$ cat src/rtl/gbp_pkg.sv
// Shared types and constants for the gshare / BTB branch predictor.
// No dependencies; used by every module under rtl/ except gbp_ram.
package gbp_pkg;

  localparam int unsigned PC_W        = 64;
  localparam int unsigned BTB_ENTRIES = 1024;
  localparam int unsigned PHT_ENTRIES = 256;
  localparam int unsigned HIST_W      = 8;
  localparam int unsigned BTB_IDX_W   = $clog2(BTB_ENTRIES);
  localparam int unsigned PHT_IDX_W   = $clog2(PHT_ENTRIES);
  // the clearing sweep covers the larger of the two memories
  localparam int unsigned CLR_ENTRIES = (BTB_ENTRIES > PHT_ENTRIES) ? BTB_ENTRIES : PHT_ENTRIES;
  localparam int unsigned CLR_W       = $clog2(CLR_ENTRIES);

  localparam int unsigned CTR_W = 2;
  localparam logic [CTR_W-1:0] CTR_MIN   = 2'd0;
  localparam logic [CTR_W-1:0] CTR_MAX   = 2'd3;
  localparam logic [CTR_W-1:0] CTR_TAKEN = 2'd2;

  typedef enum logic {
    FUNC_PREDICT = 1'b0,
    FUNC_UPDATE  = 1'b1
  } func_t;

  typedef enum logic [1:0] {
    ST_CLEAR,
    ST_IDLE,
    ST_LOOK
  } state_t;

  typedef struct packed {
    func_t             func;
    logic [PC_W-1:0]   pc;
    logic [PC_W-1:0]   target;
    logic              is_conditional;
    logic              taken;
  } in_word_t;

  typedef struct packed {
    logic [PC_W-1:0]   predicted_pc;
    logic              btb_hit;
  } out_word_t;

  typedef struct packed {
    logic              valid;
    logic [PC_W-1:0]   tag;
    logic              conditional;
    logic [PC_W-1:0]   target;
  } btb_entry_t;

  function automatic logic [BTB_IDX_W-1:0] btb_index(input logic [PC_W-1:0] pc);
    return pc[2 +: BTB_IDX_W];
  endfunction

  // gshare: history XOR (pc >> 2), low bits
  function automatic logic [PHT_IDX_W-1:0] pht_index(input logic [HIST_W-1:0] hist,
                                                     input logic [PC_W-1:0]   pc);
    logic [PC_W-1:0] x;
    x = (pc >> 2) ^ PC_W'(hist);
    return x[PHT_IDX_W-1:0];
  endfunction

endpackage

$ cat src/rtl/gbp_resolve.sv
// Lookup/training logic: BTB hit check, next-pc choice, counter saturation.
// Depends on gbp_pkg.
module gbp_resolve (
  input  gbp_pkg::in_word_t             item,
  input  gbp_pkg::btb_entry_t           entry,
  input  logic [gbp_pkg::CTR_W-1:0]     ctr,
  output gbp_pkg::out_word_t            pred,
  output logic [gbp_pkg::CTR_W-1:0]     ctr_nxt
);

  logic hit;
  logic use_target;

  always_comb begin
    hit        = entry.valid && (entry.tag == item.pc);
    use_target = hit && (!entry.conditional || (ctr >= gbp_pkg::CTR_TAKEN));
    pred.btb_hit      = hit;
    pred.predicted_pc = use_target ? entry.target : item.pc + gbp_pkg::PC_W'(4);
  end

  always_comb begin
    ctr_nxt = ctr;
    if (item.taken) begin
      if (ctr != gbp_pkg::CTR_MAX) begin
        ctr_nxt = ctr + gbp_pkg::CTR_W'(1);
      end
    end else begin
      if (ctr != gbp_pkg::CTR_MIN) begin
        ctr_nxt = ctr - gbp_pkg::CTR_W'(1);
      end
    end
  end

endmodule

$ cat config.mk
export PLATFORM = sky130hd
export DESIGN_NAME = gbp_resolve
export DESIGN_NICKNAME = d
export VERILOG_FILES = /design/src/rtl/gbp_pkg.sv /design/src/rtl/gbp_resolve.sv
export SDC_FILE = /design/constraint.sdc
export NUM_CORES = 1
export LEC_CHECK = 0
export BUFFER_PORTS_ARGS = -buffer_cell sky130_fd_sc_hd__buf_2
export CAP_MARGIN = 5
export CORE_AREA = 2 2 129 131
export DETAILED_ROUTE_END_ITERATION = 8
export DIE_AREA = 0 0 131 133
export GPL_TIMING_DRIVEN = 0
export SETUP_SLACK_MARGIN = 0.15
export SYNTH_ARGS = -nofsm -noshare
export SYNTH_HDL_FRONTEND = slang
export SYNTH_SLANG_ARGS = --single-unit
export TNS_END_PERCENT = 1
$ cat constraint.sdc
create_clock -name vclk -period 4.9
set_input_delay 0.98 -clock vclk [all_inputs]
set_output_delay 0.98 -clock vclk [all_outputs]
set_load 0.05 [all_outputs]
Word-level counts from Yosys, hierarchy flattened
Index checks and enable logic that the tools add are counted.
{ "totals": {"regBits": 0, "elab_cells": 15, "output_inout_bits": 67, "input_bits": 263} }
{ "op_classes": {"magnitude_cmp": 1, "mux": 4, "add_sub_neg": 3, "eq_ne": 2, "n_reduce_logical": 5} }
{ "ops": {"columns": ["operator", "count"], "rows": [
  ["64-bit by 3-bit adder with 64-bit output, second input constant", 1],
  ["64-bit == test", 1],
  ["64-bit two-way mux", 1],
  ["2-bit two-way mux", 3],
  ["2-bit by 1-bit adder with 2-bit output, second input constant", 1],
  ["2-bit greater-or-equal comparator, second input constant", 1],
  ["1-bit logical AND", 2],
  ["2-bit inequality test, second input constant", 1],
  ["2-bit nonzero test", 1],
  ["2-bit by 1-bit subtractor with 2-bit output, second input constant", 1],
  ["1-bit zero test", 1],
  ["1-bit logical OR", 1]
]} }

Depth between registers and ports, before layout
Gate-level depths: netlist (run 1).
{ "depth": {"depth_word": 4, "depth_mapped": 9, "mapped_depth_nobuf": 7} }

Worst setup path after synthesis (run 1)
No wires, ideal clock.
{ "synth_path": {"path_kind": "input to output", "from": "in item[115] (netlist bit)", "to": "out pred[14] (netlist bit)", "arrival_ps": 3863, "required_time_ps": 3920, "path_stages": 9, "path_buffers": 3, "path_slack_ps": 57, "path_cell_list": "buf_6 > xnor2_4 > nand4_1 > or4_1 > or4b_1 > nor4b_2 > buf_6 > buf_12 > mux2i_1"} }
{ "synth_rtl": {"columns": ["item", "line_no", "rtl"], "rows": [
  ["start, declared", "gbp_resolve.sv:4", "input gbp_pkg::in_word_t item,"],
  ["end, declared", "gbp_resolve.sv:7", "output gbp_pkg::out_word_t pred,"]
]} }

==> reports/results.ini, run 1 <==
[critical_path]
critical_path_arrival_ns=3.71
required_ns=3.92
endpoint_kind=output port
critPathKind=in2out
cp-start-kind=input pin
critPathMaxFanout=5
crit_start=item[75]

[power_and_ir_drop]
power_density_mw_per_mm2=87.2
power_mw=0.498
ir_worst_vdd_uv=43.1
leakagePower_nw=2.52

[cells_and_area]
multiInputGateArea_mm2=0.00333
fill_cells=1690
ff_latch_area_um2=0
clockBufferCount=0
final_cell_count_no_fill=913
area_growth_pct=68.4
n_antenna_cell=0
drive_gt1_share_pct=53.2
seq_cells=0
final_nets=959

[timing]
slew_headroom_pct=57.2
final-hold-violation-count=0
slew_violations=0
setup_viol=0
whs_ns=2.31
period_share_pct=95.7
rsz0062_at_grt=true
max_freq_ghz=0.213
worstMarginPinSlew_ns=0.641
post-route-min-period_ns=4.69

[die]
core_area_mm2=0.0162
dieArea_mm2=0.0174
rows=47
die_w_um=131
start_util_pct=21.0
die_h_um=133
io_pins=330

[global_route]
gr-usage-met1_pct=22.2
grt_use_met2_pct=33.2
grt.total_usage_pct=17.8
overflow=0
grt_pass1_wl_um=23500
antenna_found_initial=0
busiest_layer=met2
grt.met3_usage_pct=2.14
grt_pass1_vias=4156
grt_max_degree=11

[synthesis]
yosysMostFrequentCell=xnor2_1
seq_area_frac_synth_pct=0
syn_inst=422
synth_top_area_share_pct=25.2
syn_avg_cell_area_um2=8.04
yosysWarnings=0
yosysUniqueCellTypes=41
syn-num-nets=686
yosysTopAreaCell=mux2_4
synth_area_leaders=mux2_4 (25%), xnor2_1 (20%), xor2_1 (8.5%)
synth_common_cells=xnor2_1 (79), mux2_4 (57), nand4_1 (44), xor2_1 (33), nand2_1 (30)
netlist_area_mm2=0.00339

[drt]
via_count=4198
drc_errors=0
postRouteAntennaNets=0
wl_per_cell_um=19.0
drt_first_pass_iters=4
viasPerCell=4.60
drt_wl_total_um=17300
drt_iter0_markers=174

[outcome]
status=finished clean

[placed_design]
dpl.cell_count=900
port_buffers=258
gp_congestion=0.858
dp_hpwl_um=14500

[run]
drv_cap=0

[worst_hold_path]
min_from=entry[46]
hp-class=in2out

[clock_network]
postCtsHoldBufs=0

-- cells in the final DEF (no fill, tap or decap), drive strengths merged --
cell,count
o2111ai,2
o21ai,2
nor4b,4
and4,4
inv,24
nand4,44
mux2,61
nand3,23
clkbuf,9
xor2,33
and2,3
or2,2
xnor2,81
o2bb2ai,1
nand2b,11
or4b,1
and3,5
ha,1
buf,277
mux2i,3
a22o,1
nor2,25
or4,3
nor4,19
o22ai,3
maj3,2
nor3,14
nor2b,1
nor3b,2
a221oi,1
nand2,30
o21bai,1
-- final timing paths --
kind	to	slack, ns	cells past startpoint
worst max-delay path	pred[58]	0.21	11
worst min-delay path	pred[47]	2.31	3
-- per-layer routing --
metal  vias up  share of wire (%)
li1       2068                  -
met1      1941                 42
met2       173                 52
met3        16                5.7
met4         0                1.2
met5         -                  0
-- critical path, stage by stage --
cell and delay [ns]:
buf_2 0.14, xnor2_2 0.29, nand4_1 0.13, or4_4 0.43
or4b_4 0.50, nor4b_4 0.27, buf_6 0.17, buf_12 0.15
clkbuf_16 0.17, mux2_4 0.31, buf_8 0.15
-- metrics by stage --
stage / setup TNS (ns) / area [um2] / setup WS [ns] / utilization [%]
after floorplan: 0 / 3390 / 0.0572 / -
after global routing: 0 / 5710 / 0.134 / 35.3
after global placement: -2.55 / 4960 / -0.346 / 30.7
after CTS: 0 / 5250 / 0.121 / 32.4
after detailed placement: -2.06 / 4970 / -0.287 / 30.7
final: 0 / 5710 / 0.213 / 35.3
-- power breakdown --
| part | switching (mW) | internal [mW] | total [mW] | leakage [nW] |
|---|---|---|---|---|
| Sequential | 0 | 0 | 0 | 0 |
| Combinational | 0.283 | 0.215 | 0.498 | 2.52 |
| Clock | 0 | 0 | 0 | 0 |
-- cells by family (layout without fill, tap and decap cells) --
group                    Yosys count  count (layout)  synth area share, %
AO/OA/AOI/OAI                     11              11                 2.36
XOR/XNOR                         114             114                 30.2
adder cells (fa/ha/maj)            3               3                0.959
buffers and inverters             39             310                 7.96
multiplexers                      64              64                 27.4
AND/OR/NAND/NOR                  191             191                 31.1
-- area by class of cell --
cell class | instances | area share [%]
multi-input combinational | 383 | 58.2
timing repair buffer | 271 | 32.1
tap | 220 | 4.82
inverter | 24 | 1.58
buffer | 15 | 3.31
-- what timing repair did --
| item | in CTS | in global routing |
|---|---|---|
| gates cloned | 1 | 6 |
| buffers inserted | 5 | 1 |
| setup endpoints to repair | 64 | 63 |
| gates resized for setup | 43 | 140 |
| pin swaps | 7 | 4 |
Power figures use the tool's default switching activity.
==> run 2: changes to the inputs <==
MAX_ROUTING_LAYER = met4   (was not set)
PLACE_DENSITY_LB_ADDON = 0.08   (was not set)
==> run 2 against run 1 <==
Effect of this change:
- sequential cell count is the same
- first-iteration DRC count grew 26%
- core utilization shrank 3.1 points
- wire length shrank 4.0%
- fmax shrank 1.9%
- total power shrank 6.6%
- critical endpoint is now pred[15]
==> reports/results.ini, run 2 (synthesis gave the netlist of run 1 again) <==
[outcome]
status=finished clean

[critical_path]
critical_path_arrival_ns=3.80
endpoint_kind=output port
critPathKind=in2out
critPathMaxFanout=10
required_ns=3.92
cp-start-kind=input pin

[cells_and_area]
clockBufferCount=0
area_growth_pct=53.5
final_cell_count_no_fill=906
fill_cells=1804
final_nets=951
final_cell_mix=buf_2 (239), xnor2_1 (68), mux2_4 (57), nand4_1 (44), xor2_1 (33)
drive_gt1_share_pct=52.0
ff_latch_area_um2=0
seq_cells=0
final_common_cell=buf_2

[run]
drv_cap=0

[timing]
period_share_pct=97.5
slew_violations=0
worstMarginPinSlew_ns=1.03
setup_viol=0
post-route-min-period_ns=4.78
final-hold-violation-count=0
rsz0062_at_grt=true
whs_ns=2.34
max_freq_ghz=0.209
slew_headroom_pct=30.3

[die]
start_util_pct=21.0
core_area_mm2=0.0162
die_w_um=131
io_pins=330
die_h_um=133
dieArea_mm2=0.0174
rows=47

[global_route]
grt_pass1_vias=4167
grt.total_usage_pct=18.2
antenna_found_initial=1
overflow=0
grt_max_degree=11
grt_pass1_wl_um=23400

[placed_design]
gp_congestion=0.893
dpl.cell_count=901
dp_hpwl_um=14900
port_buffers=258

[clock_network]
postCtsHoldBufs=0

[drt]
drc_errors=0
viasPerCell=4.57
drt_wl_total_um=16600
via_count=4144
drt_iter0_markers=220
drt_first_pass_iters=5
wl_per_cell_um=18.4
postRouteAntennaNets=0

[power_and_ir_drop]
ir_worst_vdd_uv=50.5
power_density_mw_per_mm2=89.3
leakagePower_nw=2.33

[worst_hold_path]
hp-class=in2out

run 2: cell types whose count changed in the layout (fill, tap and decap cells not counted), sizes merged:
cell,change
buf,-3
clkbuf,-5
diode,+1
run 2: timing repair:
| action | in CTS | in global routing |
|---|---|---|
| pin swaps | 1 | 0 |
| gates cloned | 1 | 0 |
| buffers inserted | 3 | 0 |
| gates resized for setup | 35 | 5 |
| endpoints found under the setup margin | 64 | 64 |
run 2: where the power goes:
| part | leakage (nW) | switching (mW) | internal, mW |
|---|---|---|---|
| registers | 0 | 0 | 0 |
| clock network | 0.00000634 | 0 | 0.0000000273 |
| logic | 2.33 | 0.277 | 0.188 |
run 2: worst max-delay path, stage by stage:
cell and delay, ns:
buf_2 0.10, xnor2_1 0.38, nand4_1 0.13, or4_1 0.43, or4b_4 0.55, nor4b_4 0.30, buf_6 0.24, buf_12 0.17
mux2_4 0.29, buf_2 0.21
run 2: cell type report:
type / count / area (um2) / share of cell area, %
repair buffers: 263 / 1380 / 26.5
diodes: 1 / 2.50 / 0.0481
inverters: 24 / 90.1 / 1.73
plain buffers: 15 / 180 / 3.46
well taps: 220 / 275 / 5.29
multi-input cells: 383 / 3280 / 63.0
run 2: worst paths after layout:
check / slack, ns / startpoint / end / depth (start not counted)
setup / recovery: 0.12 / entry[65] / pred[15] / 10
hold / removal: 2.34 / entry[19] / pred[20] / 3
run 2: routing by layer:
metal	track usage, %	wire length (um)	up-vias
met1	23.0	7050	1900
met2	32.6	8350	196
met3	2.10	1190	2
met5	-	0	-
li1	-	-	2046
met4	0.355	34	0
run 2: metrics by stage:
stage	worst slack [ns]	power (mW)	instance area, um2	setup TNS, ns	utilization [%]
after floorplan	0.0572	0.268	3390	0	-
after global placement	-0.209	0.444	4960	-6.90	30.7
after detailed placement	-0.202	0.446	4970	-3.97	30.7
after CTS	0.109	0.465	5170	0	32.0
after global routing	0.0351	0.495	5210	0	32.2
final	0.121	0.465	5210	0	32.2
==> run 3: changes to the inputs <==
CORE_AREA = 4 4 127 129   (was 2 2 129 131)
==> run 3 against run 2 <==
Effect of this change:
- total power decreased by 0.31%
- worst hold slack improved by 0.0016 ns
- sequential share of layout area unchanged
- critical endpoint is now pred[32]
==> reports/results.ini, run 3 (synthesis gave the netlist of run 1 again) <==
[outcome]
status=finished clean

[critical_path]
cp-start-kind=input pin
critPathKind=in2out
critPathMaxFanout=10
required_ns=3.92
endpoint_kind=output port
critical_path_arrival_ns=3.80

[power_and_ir_drop]
switching_share_pct=59.3
p_switching_mw=0.275
power.share.clock_pct=0
internal-power_mw=0.189
power_density_mw_per_mm2=90.0
share_comb_of_total_power_pct=100.0
leakagePower_nw=2.31
seq_power_share_pct=0
ir_worst_vdd_uv=38.1

[die]
io_pins=330
start_util_pct=22.6
core_area_mm2=0.0150
rows=45
dieArea_mm2=0.0174
die_h_um=133
die_w_um=131

[global_route]
grt.total_usage_pct=18.3
grt_pass1_vias=4202
grt_max_degree=11
grt_pass1_wl_um=23800
overflow=0
antenna_found_initial=1

[timing]
setup_slack_ns=0.120
worstMarginPinSlew_ns=0.742
whs_ns=2.34
slew_headroom_pct=50.1
slew_violations=0
period_share_pct=97.6
max_freq_ghz=0.209
setup_viol=0
final-hold-violation-count=0
rsz0062_at_grt=true
post-route-min-period_ns=4.78

[placed_design]
place_area_mm2=0.00493
gp_congestion=0.901
port_buffers=258
place_ws_ns=-0.119
dp_hpwl_um=15000

[worst_hold_path]
hp-class=in2out
min_from=entry[19]
whs_path_depth=3
min_to=pred[20]

[drt]
wl_per_cell_um=19.2
drt_first_pass_iters=4
viasPerCell=4.74
drc_errors=0
drt_wl_total_um=16700
via_count=4129
postRouteAntennaNets=0
drt_iter0_markers=139

[cells_and_area]
final_cell_mix=buf_2 (240), xnor2_1 (68), mux2_4 (57), nand4_1 (44), xor2_1 (33)
clockBufferCount=0
utilization_pct=34.3
final_common_cell=buf_2
seq_cells=0
final_area_mm2=0.00515
drive_gt1_share_pct=51.8
area_growth_pct=51.8
final_nets=949
ff_latch_area_um2=0

[clock_network]
postCtsHoldBufs=0

[run]
drv_cap=0

## run 3: cell types whose count changed in the layout (fill, tap and decap cells not counted), sizes merged
cell  delta
buf      -2
## run 3: worst max-delay path, stage by stage
cell and delay (ns):
buf_2 0.14, xnor2_1 0.31, nand4_1 0.13, or4_1 0.42
or4b_4 0.54, nor4b_4 0.34, buf_4 0.26, buf_12 0.16
mux2_4 0.30, buf_2 0.21
## run 3: per-layer routing
layer	up-vias	track usage (%)	wire (um)	part of all wire, %
met3	8	1.61	1290	7.7
li1	2050	-	-	-
met1	1880	23.8	6910	41
met2	191	31.7	8340	50
met5	-	-	0	0
met4	0	1.43	172	1.0
## run 3: area by class of cell
| type | instances | area (um2) |
|---|---|---|
| Antenna cell | 1 | 2.50 |
| Buffer | 15 | 180 |
| Fill cell | 1685 | 9880 |
| Inverter | 24 | 90.1 |
| Multi-Input combinational cell | 383 | 3280 |
| Tap cell | 188 | 235 |
| Timing Repair Buffer | 261 | 1360 |
## run 3: worst max-delay path by stage
stage | startpoint | to | cells after the start
2_1_floorplan | item[115] | pred[14] | 9
5_1_grt | item[128] | pred[48] | 10
3_5_place_dp | item[70] | pred[46] | 8
3_3_place_gp | item[70] | pred[51] | 8
6_report | item[117] | pred[32] | 10
4_1_cts | item[122] | pred[62] | 10
## run 3: power by group through the flow
stage / logic (mW) / registers, mW / clock network (mW)
6_report: 0.464 / 0 / 0.0000000273
5_1_grt: 0.496 / 0 / 0.0000000273
4_1_cts: 0.464 / 0 / 0
3_5_place_dp: 0.446 / 0 / 0
3_3_place_gp: 0.443 / 0 / 0
2_1_floorplan: 0.268 / 0 / 0
## run 3: per-stage QoR
| step | setup TNS [ns] | cells | power (mW) |
|---|---|---|---|
| 3_5_place_dp | -1.98 | 869 | 0.446 |
| 2_1_floorplan | 0 | 422 | 0.268 |
| 4_1_cts | 0 | 871 | 0.464 |
| 3_3_place_gp | -1.17 | 868 | 0.443 |
| 6_report | 0 | 872 | 0.464 |
| 5_1_grt | 0 | 872 | 0.496 |
## run 3: what timing repair did
item,in CTS,in global routing
cloned,1,0
endpoints found under the setup margin,64,64
gates resized for setup,31,11
buffers inserted,1,0
pin swaps,4,2
