<file path="config.mk">
export PLATFORM = sky130hd
export DESIGN_NAME = gbp_ram
export DESIGN_NICKNAME = d
export VERILOG_FILES = /design/src/rtl/gbp_ram.sv
export SDC_FILE = /design/constraint.sdc
export NUM_CORES = 1
export LEC_CHECK = 0
export ABC_AREA = 1
export BUFFER_PORTS_ARGS = -buffer_cell sky130_fd_sc_hd__buf_4
export CAP_MARGIN = 20
export CELL_PAD_IN_SITES_DETAIL_PLACEMENT = 0
export CELL_PAD_IN_SITES_GLOBAL_PLACEMENT = 1
export CORE_MARGIN = 5
export CORE_UTILIZATION = 49
export DETAILED_ROUTE_END_ITERATION = 10
export GPL_ROUTABILITY_DRIVEN = 0
export PLACE_DENSITY_LB_ADDON = 0.1
export SETUP_SLACK_MARGIN = 0.5
export SLEW_MARGIN = 20
export SYNTH_ARGS = -nofsm -noshare
export SYNTH_HDL_FRONTEND = slang
export SYNTH_SLANG_ARGS = --single-unit
</file>
<file path="constraint.sdc">
create_clock -name clk -period 1 [get_ports clk]
set_input_delay 0 -clock clk [delete_from_list [all_inputs] [get_ports clk]]
set_output_delay 0 -clock clk [all_outputs]
set_load 0.05 [all_outputs]
</file>
<file path="src/rtl/gbp_ram.sv">
// Generic single-write, single-read synchronous RAM, registered read data.
// No package dependency.
module gbp_ram #(
  parameter int unsigned WIDTH = 8,
  parameter int unsigned DEPTH = 16
) (
  input  logic                     clk,
  input  logic                     we,
  input  logic [$clog2(DEPTH)-1:0] waddr,
  input  logic [WIDTH-1:0]         wdata,
  input  logic                     re,
  input  logic [$clog2(DEPTH)-1:0] raddr,
  output logic [WIDTH-1:0]         rdata
);

  logic [WIDTH-1:0] mem [DEPTH];

  always_ff @(posedge clk) begin
    if (we) begin
      mem[waddr] <= wdata;
    end
  end

  // read data holds when re is low
  always_ff @(posedge clk) begin
    if (re) begin
      rdata <= mem[raddr];
    end
  end

endmodule

</file>
Word level (Yosys, flattened, before mapping)
Memory sizes are Yosys's and may differ from the RTL's. A register that Yosys moved wholly into a read port is not among the register bits.
Index checks and enable logic that the tools add are counted.
{"block": "classes", "n_mux": 2}
{"cell": "1-bit two-way mux", "count": 2}
{"block": "totals", "output_inout_bits": 8, "memories": 1, "regBits": 0, "mem_bits_rw": 128}
{"memory": "mem", "depth": 16, "width": 8, "rd": 1, "rd_ports_with_merged_regs": 1, "write_ports": 1, "line_no": "16", "source": "logic [WIDTH-1:0] mem [DEPTH];"}

Depth between registers and ports, before layout
Gate-level depths: netlist of run 1.
{"block": "depth", "ltp_word": 2, "ltp_mapped": 8, "mapped_depth_nobuf": 7}

Least setup slack after synthesis of run 1
Ideal clock, no wire load.
{"block": "synth_path", "path_type": "input -> register", "startpoint": "in waddr[3]", "endpoint": "mem mem[4][0] (enable)", "setup_ns": 0.370, "cell_stages": 2, "arrival_ns": 0.581, "setup_slack_ns": 0.049, "cell_sequence": "nand3b_1 -> nor2_1"}
{"item": "start: declaration", "line_no": "9", "source": "input logic [$clog2(DEPTH)-1:0] waddr,"}
{"item": "end: declaration", "line_no": "16"}
Straight into the memory's write port.

==> results of run 1 <==
worst paths after layout:
check,end,cells after the start,startpoint
worst min register to register,rdata[5],6,mem[9][5]
worst min-delay path,rdata[5],1,re
worst max-delay path,rdata[2],6,mem[7][2]
worst max register to register,rdata[2],6,mem[7][2]
what timing repair did:
action                     4_1_cts  5_1_grt
pin swaps                       36       28
gates cloned                     0        0
setup buffers                    7        0
hold endpoints to repair       144      137
setup endpoints to repair      136      144
gates resized for setup         59       25
metrics by stage:
stage          worst slack (ns)  power [uW]   util  std cells  hold WS, ns
2_1_floorplan            0.0816        7170      -        551       0.0989
3_3_place_gp             -0.195        7630  0.567        722        0.317
3_5_place_dp             -0.213        7640  0.567        722        0.325
4_1_cts                 -0.0576       14100  0.651        761       -0.118
5_1_grt                  -0.130       14500  0.659        761       -0.107
6_report                -0.0503       14000  0.659        761      -0.0968
power groups by stage:
stage | registers (uW) | clock network (uW) | logic, uW
floorplan | 6670 | 0 | 500
detailed placement | 6580 | 0 | 1060
CTS | 6470 | 6470 | 1180
finish | 6470 | 6370 | 1200
global placement | 6580 | 0 | 1050
global route | 6470 | 6760 | 1300
sequential cells by signal, indices dropped and copies added, names as in the netlist:
name   count
rdata      8
mem      128
final cells by class:
cell class | count | area (um^2)
timing repair buffer | 59 | 717
clock inverter | 14 | 181
multi-input combinational | 289 | 1640
inverter | 102 | 393
fill | 898 | 3950
sequential | 136 | 4080
tap | 143 | 179
clock buffer | 18 | 429
logic make-up after synthesis:
family | after synthesis
simple gates | 289
buf+inv | 126
flops | 136
layout by cell type (no fill, tap or decap), types with 14 or more instances in the layout:
cell and n:
buf_12 15, buf_4 25, buf_6 15, clkbuf_16 17, edfxtp_1 136, inv_1 95
nand2_1 159, nand3_1 51, nand3_2 44, nor2_4 14
layer usage:
layer | wire length [um] | share of wire
met2 | 6670 | 0.47
met3 | 854 | 0.061
met1 | 6230 | 0.44
met4 | 290 | 0.021
met5 | 0 | 0
==> flow_summary.yaml, run 1 <==
clock_network:
  clock_latency_ns: 0.41
  clkSinkCount: 136
  clk_pin_slew_ns: 0.06
  cts_max_level: 4
  ctsLongestPathBuffers: 2
  cts_tree: "done"
  cts_buffers: 17
  root_buffer: "clkbuf_16"
critical_path:
  crit_type: "flip-flop to flip-flop"
  cp-end-kind: "flip-flop"
  r2r_slack_ns: -0.05
  cp.required_ns: 1.16
  max_stage_delay_ns: 0.36
  worstPathCellList: "nand2_1 > nand2_1 > nand2_1 > nand3_2 > nand3_1 > nand2_1"
  path_delay_family: "simple AND/OR/NAND/NOR gates"
  cp.arrival_ns: 1.21
  crit_slowest_cell: "edfxtp_1"
  critPathBufInv: 0
  cp-start-kind: "flip-flop"
  crit_fanout: 1
  critPathMostFrequentCell: "nand2_1"
drt:
  ant_nets: 0
  first_pass_iters: 5
  postRouteWirelength_um: 14000
  via_count: 3937
  wl_per_cell_um: 18.4
  drtIter0Drc: 402
  drc: 0
  viasPerCell: 5.17
sta:
  fmax_ghz: 0.952
  skew_ns: 0.00422
  slew_viol_final: 0
  setup_ws_ns: -0.0503
  rsz0062_at_grt: "true"
  hold_viol_final: 139
  worstMarginPinSlew_ns: 0.375
  setup_viol: 10
  holdWs_ns: -0.0968
  fin_crit_sh: 1.05
  max_slew_margin: 0.749
  tns_ns: -0.347
  finalCriticalPeriod_ns: 1.05
synthesis:
  synth-seq-cells: 136
  synthTopCellsByArea: "edfxtp_1, nand2_1, nand3_1"
  muxShareOfSynthArea: 0
  yosysTopAreaCell: "edfxtp_1"
  synth_seq_area_share: 0.698
  syn_nets: 570
  synthTopCellsByCount: "nand2_1, edfxtp_1, inv_1"
  synthSimpleGateAreaFrac: 0.208
  synth_top_family_by_area: "simple AND/OR/NAND/NOR gates"
  synth_compound_area_frac: 0
  synth_cells: 551
  yosysTopAreaCellShare: 0.698
  yosysMostFrequentCell: "nand2_1"
  yosysWarnings: 0
  synthAdderAreaFrac: 0
  synth_xor_area_frac: 0
  synth_ff_type: "edfxtp_1"
  async_reset_ff_frac: 0
  synthesis.area_um2: 5850
  syn_avg_cell_area_um2: 10.6
  synth_edf_count: 136
  synth_cell_types: 11
job:
  maxCapViolCount: 0
global_route:
  antenna_found_initial: 0
  grt_usage: 0.209
  grt_pass1_wl_um: 22000
  grt_use_met3: 0.0393
  first_global_vias: 3835
  grt_start_max_net_pins: 51
  globalRoute.busiestLayer: "met2"
  use_met2: 0.319
  overflow: 0
  use_met1: 0.297
floorplan:
  die-height_um: 119
  die_w_um: 119
  initial_utilization: 0.506
  die-area_um2: 14200
  core_area_um2: 11600
  rows: 39
  io_pins: 27
placement:
  io_buffers: 26
  dp_hpwl_um: 8800
  placed_area_um2: 6560
final_layout:
  finalNetCount: 624
  diodes: 0
  area_growth_pct: 30.3
  design_area_um2: 7620
  layout-drive-gt1-share: 0.280
run_status:
  status: "complete, but fails checks"
  violations: "negative hold slack, negative setup slack"
power:
  comb_power_share: 0.086
  internal_power_uw: 11000
  powerDensity_nw_per_um2: 1840
  power_switching_uw: 3050
  p_sw_frac: 0.217
  ir_drop_uv: 1290
  power_leakage_uw: 0.00321
  clockPowerShare: 0.454
  p_seq_frac: 0.460
hold_path:
  holdCritPathClass: "input port to flip-flop"
No activity file was read; power rests on OpenSTA's default activity.
==> inputs of run 2 (changes only) <==
--- a/config.mk
+++ b/config.mk
@@ -11,7 +11,7 @@
 export CELL_PAD_IN_SITES_DETAIL_PLACEMENT = 0
 export CELL_PAD_IN_SITES_GLOBAL_PLACEMENT = 1
 export CORE_MARGIN = 5
-export CORE_UTILIZATION = 49
+export CORE_UTILIZATION = 47
 export DETAILED_ROUTE_END_ITERATION = 10
 export GPL_ROUTABILITY_DRIVEN = 0
 export PLACE_DENSITY_LB_ADDON = 0.1
==> run 2 against run 1 <==
The flow still finishes with violations (negative hold slack, negative setup slack). Core utilization fell by 4.3 points. Hold slack barely moved. Setup slack got worse by 0.027 ns. Power fell by 8.9%. Clock skew rose by 0.0013 ns. First-iteration DRC count fell by 25%. Clock-buffer cell count rose by 2. Highest routed layer unchanged.
==> flow_summary.yaml, run 2 (synthesized netlist as in run 1, its figures left out) <==
global_route:
  grt_start_max_net_pins: 65
  first_global_vias: 3876
  grt_usage: 0.201
  overflow: 0
  grt_pass1_wl_um: 21500
  antenna_found_initial: 0
power:
  p_sw_frac: 0.227
  p_seq_frac: 0.506
  clockPowerShare: 0.401
  comb_power_share: 0.093
  ir_drop_uv: 898
  internal_power_uw: 9890
  power_switching_uw: 2910
  powerDensity_nw_per_um2: 1710
  p_total_uw: 12800
  power_leakage_uw: 0.00312
drt:
  drtIter0Drc: 303
  drc: 0
  postRouteWirelength_um: 14100
  viasPerCell: 4.93
  via_count: 3838
  ant_nets: 0
  first_pass_iters: 4
  wl_per_cell_um: 18.0
clock_network:
  clkSinkCount: 136
  cts_buffers: 17
  cts_tree: "done"
  cts_max_level: 4
  root_buffer: "clkbuf_16"
  clk_pin_slew_ns: 0.05
  ctsLongestPathBuffers: 2
  clock_latency_ns: 0.41
floorplan:
  io_pins: 27
  die_w_um: 122
  rows: 40
  die-height_um: 122
  die-area_um2: 14800
  initial_utilization: 0.483
  core_area_um2: 12100
sta:
  skew_ns: 0.00557
  rsz0062_at_grt: "true"
  setup_ws_ns: -0.0771
  fin_crit_sh: 1.08
  finalCriticalPeriod_ns: 1.08
  setup_viol: 11
  worstMarginPinSlew_ns: 0.390
  hold_viol_final: 136
  fmax_ghz: 0.928
  slew_viol_final: 0
  max_slew_margin: 0.740
  holdWs_ns: -0.0963
critical_path:
  worstPathCellList: "inv_2 > nand2_2 > nand3_2 > nand3_2 > nand3_2 > nand2_1"
  crit_slowest_cell: "edfxtp_1"
  cp-start-kind: "flip-flop"
  cp.arrival_ns: 1.23
  path_delay_family: "simple AND/OR/NAND/NOR gates"
  cp.required_ns: 1.16
  critPathMostFrequentCell: "nand3_2"
  critPathBufInv: 1
  crit_fanout: 1
  crit_type: "flip-flop to flip-flop"
  cp-end-kind: "flip-flop"
  max_stage_delay_ns: 0.37
final_layout:
  most-common-layout-cells: "nand2_1, edfxtp_1, inv_1"
  final_core_util: 0.616
  fillers: 976
  largest_reg_flops: 128
  largestRegisters: "mem: 128 flops, rdata: 8 flops"
  final_common_cell: "nand2_1"
  layout-drive-gt1-share: 0.259
  diodes: 0
  area_growth_pct: 27.6
  finalNetCount: 620
  top_register: "mem"
job:
  maxCapViolCount: 0
run_status:
  status: "complete, but fails checks"
  violations: "negative hold slack, negative setup slack"
placement:
  io_buffers: 26
  dp_hpwl_um: 8770
  dp_slack_ns: -0.215
hold_path:
  holdCritPathClass: "input port to flip-flop"
run 2: timing repair:
item	4_1_cts	5_1_grt
endpoints found under the hold margin	138	136
pin swaps	36	19
setup endpoints to repair	144	136
setup buffers	3	0
gates cloned	0	0
resized for setup	63	28
run 2: path summary, 6_finish.rpt:
path / startpoint / end / slack (ns) / cells after the start
setup reg to reg: mem[1][4] / rdata[4] / -0.08 / 6
hold reg to reg: mem[10][2] / rdata[2] / 0.74 / 6
setup / recovery: mem[1][4] / rdata[4] / -0.08 / 6
hold / removal: re / rdata[5] / -0.1 / 1
run 2: power groups by stage:
stage	Clock, uW	Combinational [uW]	Sequential (uW)
2_1_floorplan	0	500	6670
3_3_place_gp	0	1040	6580
3_5_place_dp	0	1050	6580
4_1_cts	5200	1170	6470
5_1_grt	5500	1280	6480
6_report	5130	1190	6470
run 2: area by class of cell:
class | count | area (um^2) | area share
Clock buffer | 20 | 437 | 0.0585
Multi-Input combinational cell | 289 | 1670 | 0.223
Timing Repair Buffer | 55 | 632 | 0.0847
Sequential cell | 136 | 4080 | 0.547
Tap cell | 168 | 210 | 0.0282
Clock inverter | 9 | 37.5 | 0.00503
Inverter | 102 | 395 | 0.0530
run 2: metal layers:
| layer | vias up | global-route usage | wire, um |
|---|---|---|---|
| met5 | - | 0 | 0 |
| met4 | 0 | 0.0616 | 194 |
| met3 | 13 | 0.0497 | 782 |
| met2 | 91 | 0.344 | 7370 |
| met1 | 1855 | 0.252 | 5700 |
| li1 | 1879 | - | - |
run 2: metrics by stage:
| step | TNS, ns | hold slack, ns | instance area (um^2) | std cells |
|---|---|---|---|---|
| after floorplan | 0 | 0.0989 | 6010 | 551 |
| after global placement | -3.37 | 0.305 | 6530 | 747 |
| after detailed placement | -4.78 | 0.316 | 6530 | 747 |
| after CTS | -0.639 | -0.105 | 7350 | 779 |
| after global routing | -1.08 | -0.106 | 7460 | 779 |
| final | -0.572 | -0.0963 | 7460 | 779 |
==> inputs of run 3 (changes only) <==
--- a/config.mk
+++ b/config.mk
@@ -14,6 +14,7 @@
 export CORE_UTILIZATION = 47
 export DETAILED_ROUTE_END_ITERATION = 10
 export GPL_ROUTABILITY_DRIVEN = 0
+export MAX_ROUTING_LAYER = met4
 export PLACE_DENSITY_LB_ADDON = 0.1
 export SETUP_SLACK_MARGIN = 0.5
 export SLEW_MARGIN = 20
==> run 3 against run 2 <==
The run still ends with negative hold slack, negative setup slack left. Register-to-register slack about the same. Sequential share of layout area did not move. Sequential power barely moved. Clock-buffer cell count did not move. Clock power is essentially flat. Maximum frequency shrank 0.24%. Core utilization unchanged. Via count is 0.86% higher.
==> flow_summary.yaml, run 3 (synthesized netlist as in run 1, its figures left out) <==
run_status:
  status: "complete, but fails checks"
  violations: "negative hold slack, negative setup slack"
power:
  p_total_uw: 12800
  power_leakage_uw: 0.00312
  ir_drop_uv: 900
  powerDensity_nw_per_um2: 1720
clock_network:
  cts_tree: "done"
  ctsLongestPathBuffers: 2
  clk_pin_slew_ns: 0.06
  cts_max_level: 4
  root_buffer: "clkbuf_16"
  clkSinkCount: 136
  clock_latency_ns: 0.41
  cts_buffers: 17
drt:
  viasPerCell: 4.97
  postRouteWirelength_um: 14100
  drc: 0
  drtIter0Drc: 327
  first_pass_iters: 4
  via_count: 3871
  wl_per_cell_um: 18.0
  ant_nets: 0
critical_path:
  crit_slowest_cell: "edfxtp_1"
  crit_fanout: 1
  cp-end-kind: "flip-flop"
  max_stage_delay_ns: 0.38
  critPathMostFrequentCell: "nand3_2"
  cp-start-kind: "flip-flop"
  cp.arrival_ns: 1.24
  worstPathCellList: "inv_1 > nand2_1 > nand3_2 > nand3_2 > nand3_2 > nand2_1"
  cp.required_ns: 1.16
  crit_type: "flip-flop to flip-flop"
floorplan:
  die-height_um: 122
  io_pins: 27
  die_w_um: 122
  rows: 40
  die-area_um2: 14800
  initial_utilization: 0.483
  core_area_um2: 12100
final_layout:
  finalNetCount: 620
  diodes: 0
  fillers: 976
  multi_input_area_um2: 1670
  design_area_um2: 7460
  largestRegisters: "mem: 128 flops, rdata: 8 flops"
  layout-drive-gt1-share: 0.259
  area_growth_pct: 27.6
  largest_reg_flops: 128
  final_common_cell: "nand2_1"
  seq_area_um2: 4080
  most-common-layout-cells: "nand2_1, edfxtp_1, inv_1"
  top_register: "mem"
  final_core_util: 0.616
sta:
  worstMarginPinSlew_ns: 0.386
  max_slew_margin: 0.742
  hold_viol_final: 137
  fin_crit_sh: 1.08
  setup_ws_ns: -0.0797
  finalCriticalPeriod_ns: 1.08
  rsz0062_at_grt: "true"
  slew_viol_final: 0
  tns_ns: -0.593
  skew_ns: 0.00625
  setup_viol: 11
  holdWs_ns: -0.0963
  fmax_ghz: 0.926
global_route:
  overflow: 0
  globalRoute.busiestLayer: "met2"
  antenna_found_initial: 0
  grt_pass1_wl_um: 21500
  grt_usage: 0.207
  first_global_vias: 3873
  use_met2: 0.345
  grt_use_met3: 0.0497
  grt_start_max_net_pins: 65
  use_met1: 0.253
placement:
  dp_hpwl_um: 8770
  io_buffers: 26
  placed_area_um2: 6530
hold_path:
  holdCritPathClass: "input port to flip-flop"
job:
  maxCapViolCount: 0
[run 3: cell counts in the layout (fill, tap and decap cells not counted)]
Identical to the previous run, type by type.
[run 3: final cells by class]
type | instances | area share
repair buffers | 55 | 0.0847
multi-input cells | 289 | 0.223
well taps | 168 | 0.0282
inverters | 102 | 0.0530
flip-flops and latches | 136 | 0.547
clock inverters | 9 | 0.00503
clock buffers | 20 | 0.0585
[run 3: path summary, 6_finish.rpt]
check	startpoint	endpoint	slack, ns	cells past startpoint
max reg2reg	mem[4][1]	rdata[1]	-0.08	6
max	mem[4][1]	rdata[1]	-0.08	6
min	re	rdata[5]	-0.1	1
min reg2reg	mem[10][2]	rdata[2]	0.74	6
[run 3: per-layer routing]
metal / wire [um] / part of all wire / vias up
li1: - / - / 1881
met1: 6030 / 0.43 / 1892
met2: 7250 / 0.52 / 84
met3: 558 / 0.040 / 14
met4: 221 / 0.016 / 0
met5: 0 / 0 / -
[run 3: report_power, final]
group	internal (uW)	switching, uW	total, uW	leakage (uW)
Clock	3050	2100	5150	0.000234
Combinational	412	783	1190	0.00165
Sequential	6430	44.6	6470	0.00124
[run 3: worst max-delay path: cells and delay by family (launching register included)]
| family | cells | cell delay [ns] |
|---|---|---|
| buffers and inverters | 1 | 0.07 |
| flip-flops | 1 | 0.38 |
| AND/OR/NAND/NOR | 5 | 0.39 |
[run 3: per-stage QoR]
step	instances	worst slack, ns	hold slack, ns
after global routing	779	-0.127	-0.106
after detailed placement	747	-0.215	0.316
final	779	-0.0797	-0.0963
after CTS	779	-0.0817	-0.105
after global placement	747	-0.194	0.305
after floorplan	551	0.0816	0.0989
[run 3: timing repair]
action                                  CTS  global route
pin swaps                                36            19
setup buffers                             3             0
hold endpoints to repair                138           136
gates resized for setup                  63            28
endpoints found under the setup margin  144           136
